File: src/sv/tcmc_pkg.sv
// ----------------------------------------------------------------------------
// Three-C miss classifier package
// Shared constants and the command and status bundles between the controller
// and the datapath.
// ----------------------------------------------------------------------------
package tcmc_pkg;

  localparam int unsigned ADDR_W  = 64;
  localparam int unsigned SHIFT_W = 4;
  localparam int unsigned CAP_W   = 7;
  localparam int unsigned CFG_W   = 7;
  localparam int unsigned KIND_W  = 2;
  localparam int unsigned PID_W   = 2;
  localparam int unsigned CLS_W   = 2;

  // The seen map is stored as rows of this many flags.
  localparam int unsigned ROW_W     = 64;
  localparam int unsigned ROW_SHIFT = 6;

  localparam logic [KIND_W-1:0] KIND_PROBE   = 2'd0;
  localparam logic [KIND_W-1:0] KIND_INSTALL = 2'd1;
  localparam logic [KIND_W-1:0] KIND_HIT     = 2'd2;
  localparam logic [KIND_W-1:0] KIND_CLEAR   = 2'd3;

  localparam logic [CLS_W-1:0] CLS_COMPULSORY = 2'd0;
  localparam logic [CLS_W-1:0] CLS_CAPACITY   = 2'd1;
  localparam logic [CLS_W-1:0] CLS_CONFLICT   = 2'd2;
  localparam logic [CLS_W-1:0] CLS_NONE       = 2'd3;

  localparam logic REG_LINE_SHIFT = 1'b0;
  localparam logic REG_CAPACITY   = 1'b1;

  localparam logic [SHIFT_W-1:0] LINE_SHIFT_RST = 4'd6;
  localparam logic [CAP_W-1:0]   CAPACITY_RST   = 7'd64;

  typedef struct packed {
    logic init;     // reset sweep over both memories
    logic clr;      // sweep over one processor's state
    logic scan;     // search pass over the shadow entries
    logic upd;      // read-modify-write pass over the shadow entries
    logic latch;    // take the new item
    logic decide;   // settle eviction, insert slot and class
    logic seen_wr;  // mark the line seen
    logic finish;   // present the result
  } tcmc_cmd_t;

  typedef struct packed {
    logic last;      // the running sweep has reached its last step
    logic in_ok;     // incoming processor index is in range
    logic in_clear;  // incoming item is a clear
    logic probe;     // held item is a probe
    logic skip;      // nothing to update in the shadow
  } tcmc_stat_t;

endpackage

File: src/sv/tcmc_ctrl.sv
// ----------------------------------------------------------------------------
// Three-C miss classifier controller
// Sequences reset clearing, clears, searches and update passes.
// ----------------------------------------------------------------------------
module tcmc_ctrl import tcmc_pkg::*; (
  input  logic       clk_i,
  input  logic       rst_ni,
  input  logic       start,
  output logic       busy,
  input  tcmc_stat_t stat_i,
  output tcmc_cmd_t  cmd_o
);

  localparam logic [2:0] ST_INIT   = 3'd0;
  localparam logic [2:0] ST_IDLE   = 3'd1;
  localparam logic [2:0] ST_CLEAR  = 3'd2;
  localparam logic [2:0] ST_SCAN   = 3'd3;
  localparam logic [2:0] ST_DECIDE = 3'd4;
  localparam logic [2:0] ST_UPD    = 3'd5;
  localparam logic [2:0] ST_SEEN   = 3'd6;
  localparam logic [2:0] ST_DONE   = 3'd7;

  logic [2:0] state_q, state_d;

  always_ff @(posedge clk_i or negedge rst_ni) begin
    if (!rst_ni) begin
      state_q <= ST_INIT;
    end else begin
      state_q <= state_d;
    end
  end

  always_comb begin
    state_d = state_q;
    cmd_o   = '0;
    case (state_q)
      ST_INIT: begin
        cmd_o.init = 1'b1;
        if (stat_i.last) state_d = ST_IDLE;
      end
      ST_IDLE: begin
        if (start) begin
          cmd_o.latch = 1'b1;
          if (!stat_i.in_ok) state_d = ST_DONE;
          else if (stat_i.in_clear) state_d = ST_CLEAR;
          else state_d = ST_SCAN;
        end
      end
      ST_CLEAR: begin
        cmd_o.clr = 1'b1;
        if (stat_i.last) state_d = ST_DONE;
      end
      ST_SCAN: begin
        cmd_o.scan = 1'b1;
        if (stat_i.last) state_d = ST_DECIDE;
      end
      ST_DECIDE: begin
        cmd_o.decide = 1'b1;
        if (stat_i.probe) state_d = ST_DONE;
        else if (stat_i.skip) state_d = ST_SEEN;
        else state_d = ST_UPD;
      end
      ST_UPD: begin
        cmd_o.upd = 1'b1;
        if (stat_i.last) state_d = ST_SEEN;
      end
      ST_SEEN: begin
        cmd_o.seen_wr = 1'b1;
        state_d = ST_DONE;
      end
      ST_DONE: begin
        cmd_o.finish = 1'b1;
        state_d = ST_IDLE;
      end
      default: state_d = ST_IDLE;
    endcase
  end

  assign busy = (state_q != ST_IDLE);

endmodule

File: config.mk
export PLATFORM = sky130hd
export DESIGN_NAME = tcmc_ctrl
export DESIGN_NICKNAME = d
export VERILOG_FILES = /design/src/sv/tcmc_pkg.sv /design/src/sv/tcmc_ctrl.sv
export SDC_FILE = /design/constraint.sdc
export NUM_CORES = 1
export LEC_CHECK = 0
export BUFFER_PORTS_ARGS = -buffer_cell sky130_fd_sc_hd__buf_2
export CAP_MARGIN = 10
export CORE_AREA = 8 8 45 47
export DETAILED_ROUTE_END_ITERATION = 6
export DIE_AREA = 0 0 53 55
export GPL_ROUTABILITY_DRIVEN = 0
export PLACE_DENSITY_LB_ADDON = 0.15
export SETUP_SLACK_MARGIN = 0.1
export SYNTH_ARGS = -nofsm -noshare
export SYNTH_HDL_FRONTEND = slang
export SYNTH_SLANG_ARGS = --single-unit
File: constraint.sdc
create_clock -name clk_i -period 1.65 [get_ports clk_i]
set_input_delay 0.0825 -clock clk_i [delete_from_list [all_inputs] [get_ports clk_i]]
set_output_delay 0.0825 -clock clk_i [all_outputs]
set_load 0.01 [all_outputs]
==> out/results.ini, run 1 <==
[synthesis]
synth_top_area_cell=dfrtp_1
yosysSeqAreaShare=0.275
synth_top_area_share=0.275
synth-seq-cells=3
synthCells=33
netlist_area_um2=273
synthTopCellsByArea=dfrtp_1, mux2i_1, and3_2
synth_fp_nets=41
ys_types=20
syn_area_per_cell_um2=8.27
synth_warnings=0

[drt]
vias=296
ant_nets=0
wire_per_inst_um=11.7
drc_errors=0
drtIter0Drc=3
dr.pass1.iters=2
routed_wl_um=794
via_per_inst=4.35

[clock_tree]
htree_levels=1
path_clk_slew_ns=0.03
post-cts-setup-buffers=0
clk_path_buf_depth=2
cts_tree=built
clock_latency_ns=0.23
numCtsBuffers=3
cts.sinks=3
cts-root-buf=clkbuf_4

[power]
p_leak_uw=0.000212
ir_drop_mv=0.870
p_per_area_nw_per_um2=1870
power.total_uw=752

[layout]
fillers=153
register_area_um2=76.3
largest_reg_flops=3
multi_input_comb_area_um2=178
syn2layout_area_growth_pct=47.2
antenna-diode-count=0
post-route-util=0.290
top_register=state_q
mostFrequentLayoutCell=buf_2
layout-drive-gt1-share=0.500
reg_top3=state_q: 3 flops
final_nets=61
final_cell_mix=buf_2, and3_2, nor2_1, mux2i_1, clkbuf_4
final_cells=68

[global_route]
first_global_vias=300
grt_use_total=0.0585
grt_overflow=0
antenna_found_initial=0
grt_max_degree=15
grt_pass1_wl_mm=1.26

[timing]
fin_crit_sh=0.867
max_freq_mhz=699
setup_tns_ns=0
maxSlewHeadroom=0.781
skew_ns=0.000386
hold_viol_final=0
worstMarginPinSlew_ns=0.328
period_needed_ns=1.43
hold_ws_ns=0.171
rsz0062_at_grt=no
drv_slew=0
finalSetupViolCount=0

[worst_setup_path]
cp.arrival_ns=1.35
critPathCaptureType=output pin
critPathMaxFanout=11
crit_type=register to output pin
worst_setup_path_start_kind=register
cp.required_ns=1.57

[die]
start_util=0.197
dieArea_um2=2920
rows=14
die_w_um=53
die_y_um=55
pin_count=17
core_um2=1380

[place]
post-place-cells=63
dp_hpwl_um=620
portBuffers=16

[min_path]
hp-class=input pin to register

[status]
outcome=completed

[job]
max_cap_viol_count=0

[metrics by stage]
step	worst slack (ns)	instance area, um2
2_1_floorplan	0.554	273
3_3_place_gp	0.415	364
3_5_place_dp	0.423	364
4_1_cts	0.167	400
5_1_grt	0.142	402
6_report	0.219	402
[synth_stat cells]
library cell,instances
nor4bb_1,1
inv_1,2
o21ai_0,1
a21oi_1,1
nand3_1,1
nor2_1,3
mux2i_1,3
o31a_1,1
a211oi_1,2
dfrtp_1,3
buf_2,1
and3_2,4
inv_2,1
o221ai_1,1
nand2b_1,2
clkbuf_1,1
a22oi_1,1
nor3_1,2
o22a_2,1
a2bb2oi_1,1
[critical path, stage by stage (launching register included)]
cell,delay (ns)
dfrtp_1,0.52
inv_1,0.21
and3_2,0.25
buf_2,0.13
[area by class of cell]
class	count	area share
clock buffers	4	0.0654
inverters	3	0.0280
multi-input cells	25	0.442
flip-flops and latches	3	0.190
well taps	16	0.0498
repair buffers	17	0.224
[what timing repair did]
item,4_1_cts,5_1_grt
setup endpoints to repair,0,1
hold buffers,1,0
endpoints found under the hold margin,3,0
gates resized for setup,0,1
[logic make-up (layout without fill, tap and decap cells)]
group / count (synthesis) / in the layout / synth area share
and+or+nand+nor: 13 / 13 / 0.289
AOI/OAI and AO/OA: 9 / 9 / 0.252
buffers and inverters: 5 / 24 / 0.0734
muxes: 3 / 3 / 0.110
DFF: 3 / 3 / 0.275
[routing by layer]
| metal | GRT usage | share of wire |
|---|---|---|
| met1 | 0.0625 | 0.42 |
| met2 | 0.0801 | 0.47 |
| met3 | 0.0428 | 0.11 |
| met4 | 0.0388 | 0 |
| met5 | 0 | 0 |
[report_power, final]
part / switching (uW) / internal [uW] / total, uW
sequential: 99.1 / 115 / 214
combinational: 201 / 211 / 413
clock: 35.2 / 90.5 / 126
total: 336 / 417 / 752
[final timing paths]
| kind | depth (start not counted) | slack, ns | end | start |
|---|---|---|---|---|
| max | 3 | 0.22 | cmd_o[6] | state_q[2] |
| min | 3 | 0.17 | state_q[2] | stat_i[4] |
| max reg2reg | 3 | 0.46 | state_q[1] | state_q[2] |
| min reg2reg | 1 | 0.67 | state_q[0] | state_q[0] |
| max in group asynchronous | 2 | 1.36 | state_q[1] | rst_ni |
| min in group asynchronous | 2 | 0.18 | state_q[0] | rst_ni |
No activity file was read; power rests on OpenSTA's default activity.
==> inputs of run 2 (changes only) <==
==> constraint.sdc (replaced) <==
create_clock -name clk_i -period 1.65 [get_ports clk_i]
set_input_delay 0 -clock clk_i [delete_from_list [all_inputs] [get_ports clk_i]]
set_output_delay 0 -clock clk_i [all_outputs]
set_load 0.01 [all_outputs]
==> out/results.ini, run 2 (synthesis gave the netlist of run 1 again) <==
[status]
outcome=completed

[timing]
setup_tns_ns=0  ; unchanged
skew_ns=0.00131  ; +0.000922 ns
maxSlewHeadroom=0.765  ; -0.0167
drv_slew=0  ; unchanged
worstMarginPinSlew_ns=0.353  ; +0.0250 ns
rsz0062_at_grt=no
finalSetupViolCount=0  ; unchanged
hold_viol_final=0  ; unchanged
fin_crit_sh=0.834  ; -0.0330
period_needed_ns=1.38  ; -0.0544 ns
max_freq_mhz=726  ; +4.0%

[place]
portBuffers=16  ; unchanged
dpl_cell_area_um2=364  ; unchanged
dp_hpwl_um=629  ; +1.5%

[drt]
drtIter0Drc=8  ; +5
drc_errors=0  ; unchanged
routed_wl_um=805  ; +1.4%
via_per_inst=4.54  ; +4.4%
ant_nets=0  ; unchanged
vias=309  ; +4.4%
wire_per_inst_um=11.8  ; +1.4%
dr.pass1.iters=3  ; +1

[clock_tree]
cts.sinks=3  ; unchanged
cts_tree=built
cts-root-buf=clkbuf_4
numCtsBuffers=3  ; unchanged
cts_resized=0  ; unchanged
htree_levels=1  ; unchanged
clock_latency_ns=0.23  ; about the same
clk_path_buf_depth=2  ; unchanged
path_clk_slew_ns=0.04  ; about the same

[worst_setup_path]
endpoint=cmd_o[3]
critPathCaptureType=output pin
r2r_end=state_q[1]
cpMostUsedCell=nand2b_1
worst_setup_path_start_kind=register
cp_top_family=simple AND/OR/NAND/NOR gates
r2r_setup_slack_ns=0.46  ; about the same
slowest_stage=dfrtp_1
cp.required_ns=1.65  ; +0.08 ns
critPathMaxFanout=14  ; +3
r2r-start=state_q[2]
cp.arrival_ns=1.38  ; +0.03 ns
startpoint=state_q[1]
cp.depth=4  ; +1
crit_type=register to output pin
path_cells=nand2b_1, nand2b_1, nor2_1, buf_2
r2r_cells=3  ; unchanged
path_buf_inv=1  ; -1
critical_path.max_stage_delay_ns=0.49  ; -0.03 ns

[layout]
top_register=state_q
multi_input_comb_area_um2=178  ; unchanged
antenna-diode-count=0  ; unchanged
final_cell_area_um2=400  ; -0.31%
post-route-util=0.289  ; -0.000904
fillers=157  ; +2.6%
syn2layout_area_growth_pct=46.8
final_nets=61  ; unchanged
layout-drive-gt1-share=0.481  ; -0.0192
mostFrequentLayoutCell=buf_2
register_area_um2=75.1  ; -1.6%
reg_top3=state_q: 3 flops
largest_reg_flops=3  ; unchanged
final_cell_mix=buf_2, and3_2

[power]
ir_drop_mv=0.773  ; -11%
p_leak_uw=0.000213  ; +0.45%
p_per_area_nw_per_um2=1880  ; +0.42%
power.total_uw=753  ; +0.10%

[global_route]
antenna_found_initial=0  ; unchanged
first_global_vias=297  ; -1.0%
grt_overflow=0  ; unchanged
grt_max_degree=15  ; unchanged
grt_use_total=0.0586  ; +0.0000641
grt_pass1_wl_mm=1.22  ; -2.7%

[job]
max_cap_viol_count=0  ; unchanged

[die]
dieArea_um2=2920  ; unchanged
die_w_um=53  ; unchanged
rows=14  ; unchanged
pin_count=17  ; unchanged
core_um2=1380  ; unchanged
die_y_um=55  ; unchanged
start_util=0.197  ; unchanged

[min_path]
hp-class=input pin to async pin

-- run 2: cell counts in the layout (fill, tap and decap cells not counted) --
Identical to the previous run, type by type.
-- run 2: through the flow --
| step | instances | hold slack (ns) | setup slack [ns] |
|---|---|---|---|
| finish | 68 | 0.0886 | 0.273 |
| global route | 68 | 0.0782 | 0.165 |
| CTS | 68 | 0.0766 | 0.253 |
| detailed placement | 63 | -0.204 | 0.463 |
| global placement | 63 | -0.199 | 0.433 |
| floorplan | 33 | -0.296 | 0.554 |
-- run 2: area by class of cell --
type,instances,share of cell area
inverters,3,0.0281
well taps,16,0.0500
multi-input cells,25,0.444
repair buffers,17,0.225
flip-flops and latches,3,0.188
clock buffers,4,0.0656
-- run 2: power breakdown --
group	leakage [uW]	internal [uW]	switching, uW
Combinational	0.000164	211	202
Clock	0.0000150	90.6	38.3
Sequential	0.0000340	112	98.4
-- run 2: how the worst min path moves through the flow --
stage | start | to | cells past startpoint
final | rst_ni | state_q[2] | 2
after global routing | rst_ni | state_q[2] | 2
after CTS | rst_ni | state_q[2] | 2
after detailed placement | rst_ni | state_q[1] | 1
after global placement | rst_ni | state_q[2] | 1
after floorplan | rst_ni | state_q[0] | 0
-- run 2: per-layer routing --
metal,vias to the layer above,wire length (um),GRT usage
met4,0,14,0.0647
met5,-,0,0
met3,2,50,0.0134
met1,134,364,0.0627
met2,10,376,0.0898
li1,163,-,-
-- run 2: timing repair --
item                                    in CTS  in global routing
buffers inserted                             0                  0
endpoints found under the setup margin       0                  0
hold buffers                                 1                  0
endpoints found under the hold margin        3                  0
==> inputs of run 3 (changes only) <==
--- a/config.mk
+++ b/config.mk
@@ -5,6 +5,7 @@
 export SDC_FILE = /design/constraint.sdc
 export NUM_CORES = 1
 export LEC_CHECK = 0
+export ABC_AREA = 1
 export BUFFER_PORTS_ARGS = -buffer_cell sky130_fd_sc_hd__buf_2
 export CAP_MARGIN = 10
 export CORE_AREA = 8 8 45 47
==> constraint.sdc (replaced) <==
create_clock -name clk_i -period 1.2 [get_ports clk_i]
set_input_delay 0 -clock clk_i [delete_from_list [all_inputs] [get_ports clk_i]]
set_output_delay 0 -clock clk_i [all_outputs]
set_load 0.01 [all_outputs]
==> out/results.ini, run 3 <==
[status]
outcome=completed

[global_route]
grt_overflow=0  ; unchanged
grt_max_degree=8  ; -7
first_global_vias=379  ; +28%
antenna_found_initial=0  ; unchanged
grt_use_total=0.0710  ; +0.0124
grt_pass1_wl_mm=1.54  ; +26%

[layout]
final_nets=83  ; +36%
top_register=state_q
antenna-diode-count=0  ; unchanged
layout-drive-gt1-share=0.527  ; +0.0463
largest_reg_flops=3  ; unchanged
final_cell_area_um2=492  ; +23%
post-route-util=0.355  ; +0.0660
final_cell_mix=nand2_1, buf_2, inv_1
fillers=156  ; -0.64%
syn2layout_area_growth_pct=70.9
reg_top3=state_q: 3 flops

[power]
p_per_area_nw_per_um2=2790  ; +48%
ir_drop_mv=0.848  ; +9.8%
p_leak_uw=0.000286  ; +34%

[synthesis]
synth_fp_nets=57  ; +39%
ys_async_sr_fraction=1.00  ; unchanged
synth_warnings=0  ; unchanged
synth-seq-cells=3  ; unchanged
synthSimpleGateAreaFrac=0.552  ; +0.263
synthCells=49  ; +48%
synth_top_family_by_area=simple AND/OR/NAND/NOR gates
synthXorXnorAreaFrac=0  ; unchanged
yosysSeqAreaShare=0.261  ; -0.0144
netlist_area_um2=288  ; +5.5%
ys_types=13  ; -35%
synth_edf_count=0  ; unchanged
synth_compound_area_frac=0.0522  ; -0.200
synth_adder_area_share=0  ; unchanged
synthMuxAreaShare=0  ; -0.110
syn_area_per_cell_um2=5.87  ; -29%
synth_flop_cell=dfrtp_1
yosysMostFrequentCell=nand2_1
netlist_top_cells_count=nand2_1, nor2_1, inv_1
synth_top_area_share=0.261  ; -0.0144
synthTopCellsByArea=dfrtp_1, nand2_1, nor2_1
synth_top_area_cell=dfrtp_1

[timing]
period_needed_ns=1.14
worstMarginPinSlew_ns=0.174  ; -0.179 ns
fin_crit_sh=0.954
setup_tns_ns=0  ; unchanged
max_freq_mhz=874
maxSlewHeadroom=0.884  ; +0.119
finalSetupViolCount=0  ; unchanged
drv_slew=0  ; unchanged
fin_ws_ns=0.0553  ; -0.218 ns
skew_ns=0.00743  ; +0.00612 ns
rsz0062_at_grt=yes
hold_viol_final=0  ; unchanged

[clock_tree]
cts_tree=built
path_clk_slew_ns=0.04  ; about the same
clk_path_buf_depth=2  ; unchanged
cts-root-buf=clkbuf_4
numCtsBuffers=3  ; unchanged
htree_levels=1  ; unchanged
cts.sinks=3  ; unchanged
clock_latency_ns=0.24  ; about the same

[worst_setup_path]
critPathMaxFanout=6  ; -8
crit_type=register to output pin
critPathCaptureType=output pin
cp.required_ns=1.20  ; -0.45 ns
cp.arrival_ns=1.14  ; -0.24 ns
worst_setup_path_start_kind=register

[die]
pin_count=17  ; unchanged
rows=14  ; unchanged
core_um2=1380  ; unchanged
dieArea_um2=2920  ; unchanged
die_w_um=53  ; unchanged
start_util=0.208  ; +0.0108
die_y_um=55  ; unchanged

[drt]
drc_errors=0  ; unchanged
routed_wl_um=950  ; +18%
ant_nets=0  ; unchanged
wire_per_inst_um=10.6  ; -11%
dr.pass1.iters=4  ; +1
vias=386  ; +25%
via_per_inst=4.29  ; -5.6%
drtIter0Drc=10  ; +2

[min_path]
hp-class=input pin to register

[place]
dpl_cell_area_um2=390  ; +7.2%
post-place-ws_ns=0.0757  ; -0.387 ns
portBuffers=16  ; unchanged
dp_hpwl_um=729  ; +16%

[job]
max_cap_viol_count=0  ; unchanged

-- run 3: layer usage --
metal / track usage / vias to the layer above / part of all wire
met1: 0.0836 / 169 / 0.48
met3: 0.0187 / 2 / 0.047
met2: 0.109 / 10 / 0.46
met5: 0 / - / 0
met4: 0.0517 / 0 / 0.018
li1: - / 205 / -
-- run 3: path summary, 6_finish.rpt --
check | from | end | slack (ns) | cells past startpoint
worst max-delay path | state_q[1] | cmd_o[4] | 0.06 | 4
worst min-delay path | stat_i[3] | state_q[2] | 0.06 | 4
max in group asynchronous | rst_ni | state_q[2] | 0.99 | 2
worst min register to register | state_q[0] | state_q[1] | 0.66 | 3
min in group asynchronous | rst_ni | state_q[1] | 0.08 | 2
worst max register to register | state_q[1] | state_q[1] | 0.07 | 6
-- run 3: layout make-up --
type                       instances  area, um2  area share
inverter                           9       33.8      0.0687
sequential                         3       78.8       0.160
clock buffer                       4       26.3      0.0534
tap                               16       20.0      0.0407
timing repair buffer              22        144       0.293
multi-input combinational         36        189       0.384
-- run 3: worst max-delay path, stage by stage (launching register included) --
cell and delay (ns):
dfrtp_2 0.45, nor2_4 0.17, inv_2 0.07, nor2_4 0.10, buf_6 0.11
-- run 3: metrics by stage --
stage / total power (uW) / hold WS (ns) / instances
after floorplan: 755 / -0.296 / 49
after global placement: 1000 / -0.201 / 81
after detailed placement: 991 / -0.199 / 81
after CTS: 1310 / 0.0565 / 88
after global routing: 1490 / 0.0693 / 90
final: 1370 / 0.0553 / 90
-- run 3: power by group --
group          internal [uW]  switching [uW]  leakage (uW)
Sequential               170            95.6     0.0000321
Combinational            401             518      0.000239
Clock                    125            61.9     0.0000150
Total                    697             676      0.000286
-- run 3: repair_timing --
action,in CTS,in global routing
endpoints found under the setup margin,11,12
setup buffers,2,2
gates resized for setup,7,4
pin swaps,5,2
hold buffers,1,0
endpoints found under the hold margin,3,0
-- run 3: kinds of logic (layout without fill, tap and decap cells) --
group | after synthesis | after routing
simple gates | 33 | 33
buf+inv | 10 | 35
compound gates | 3 | 3
flops | 3 | 3
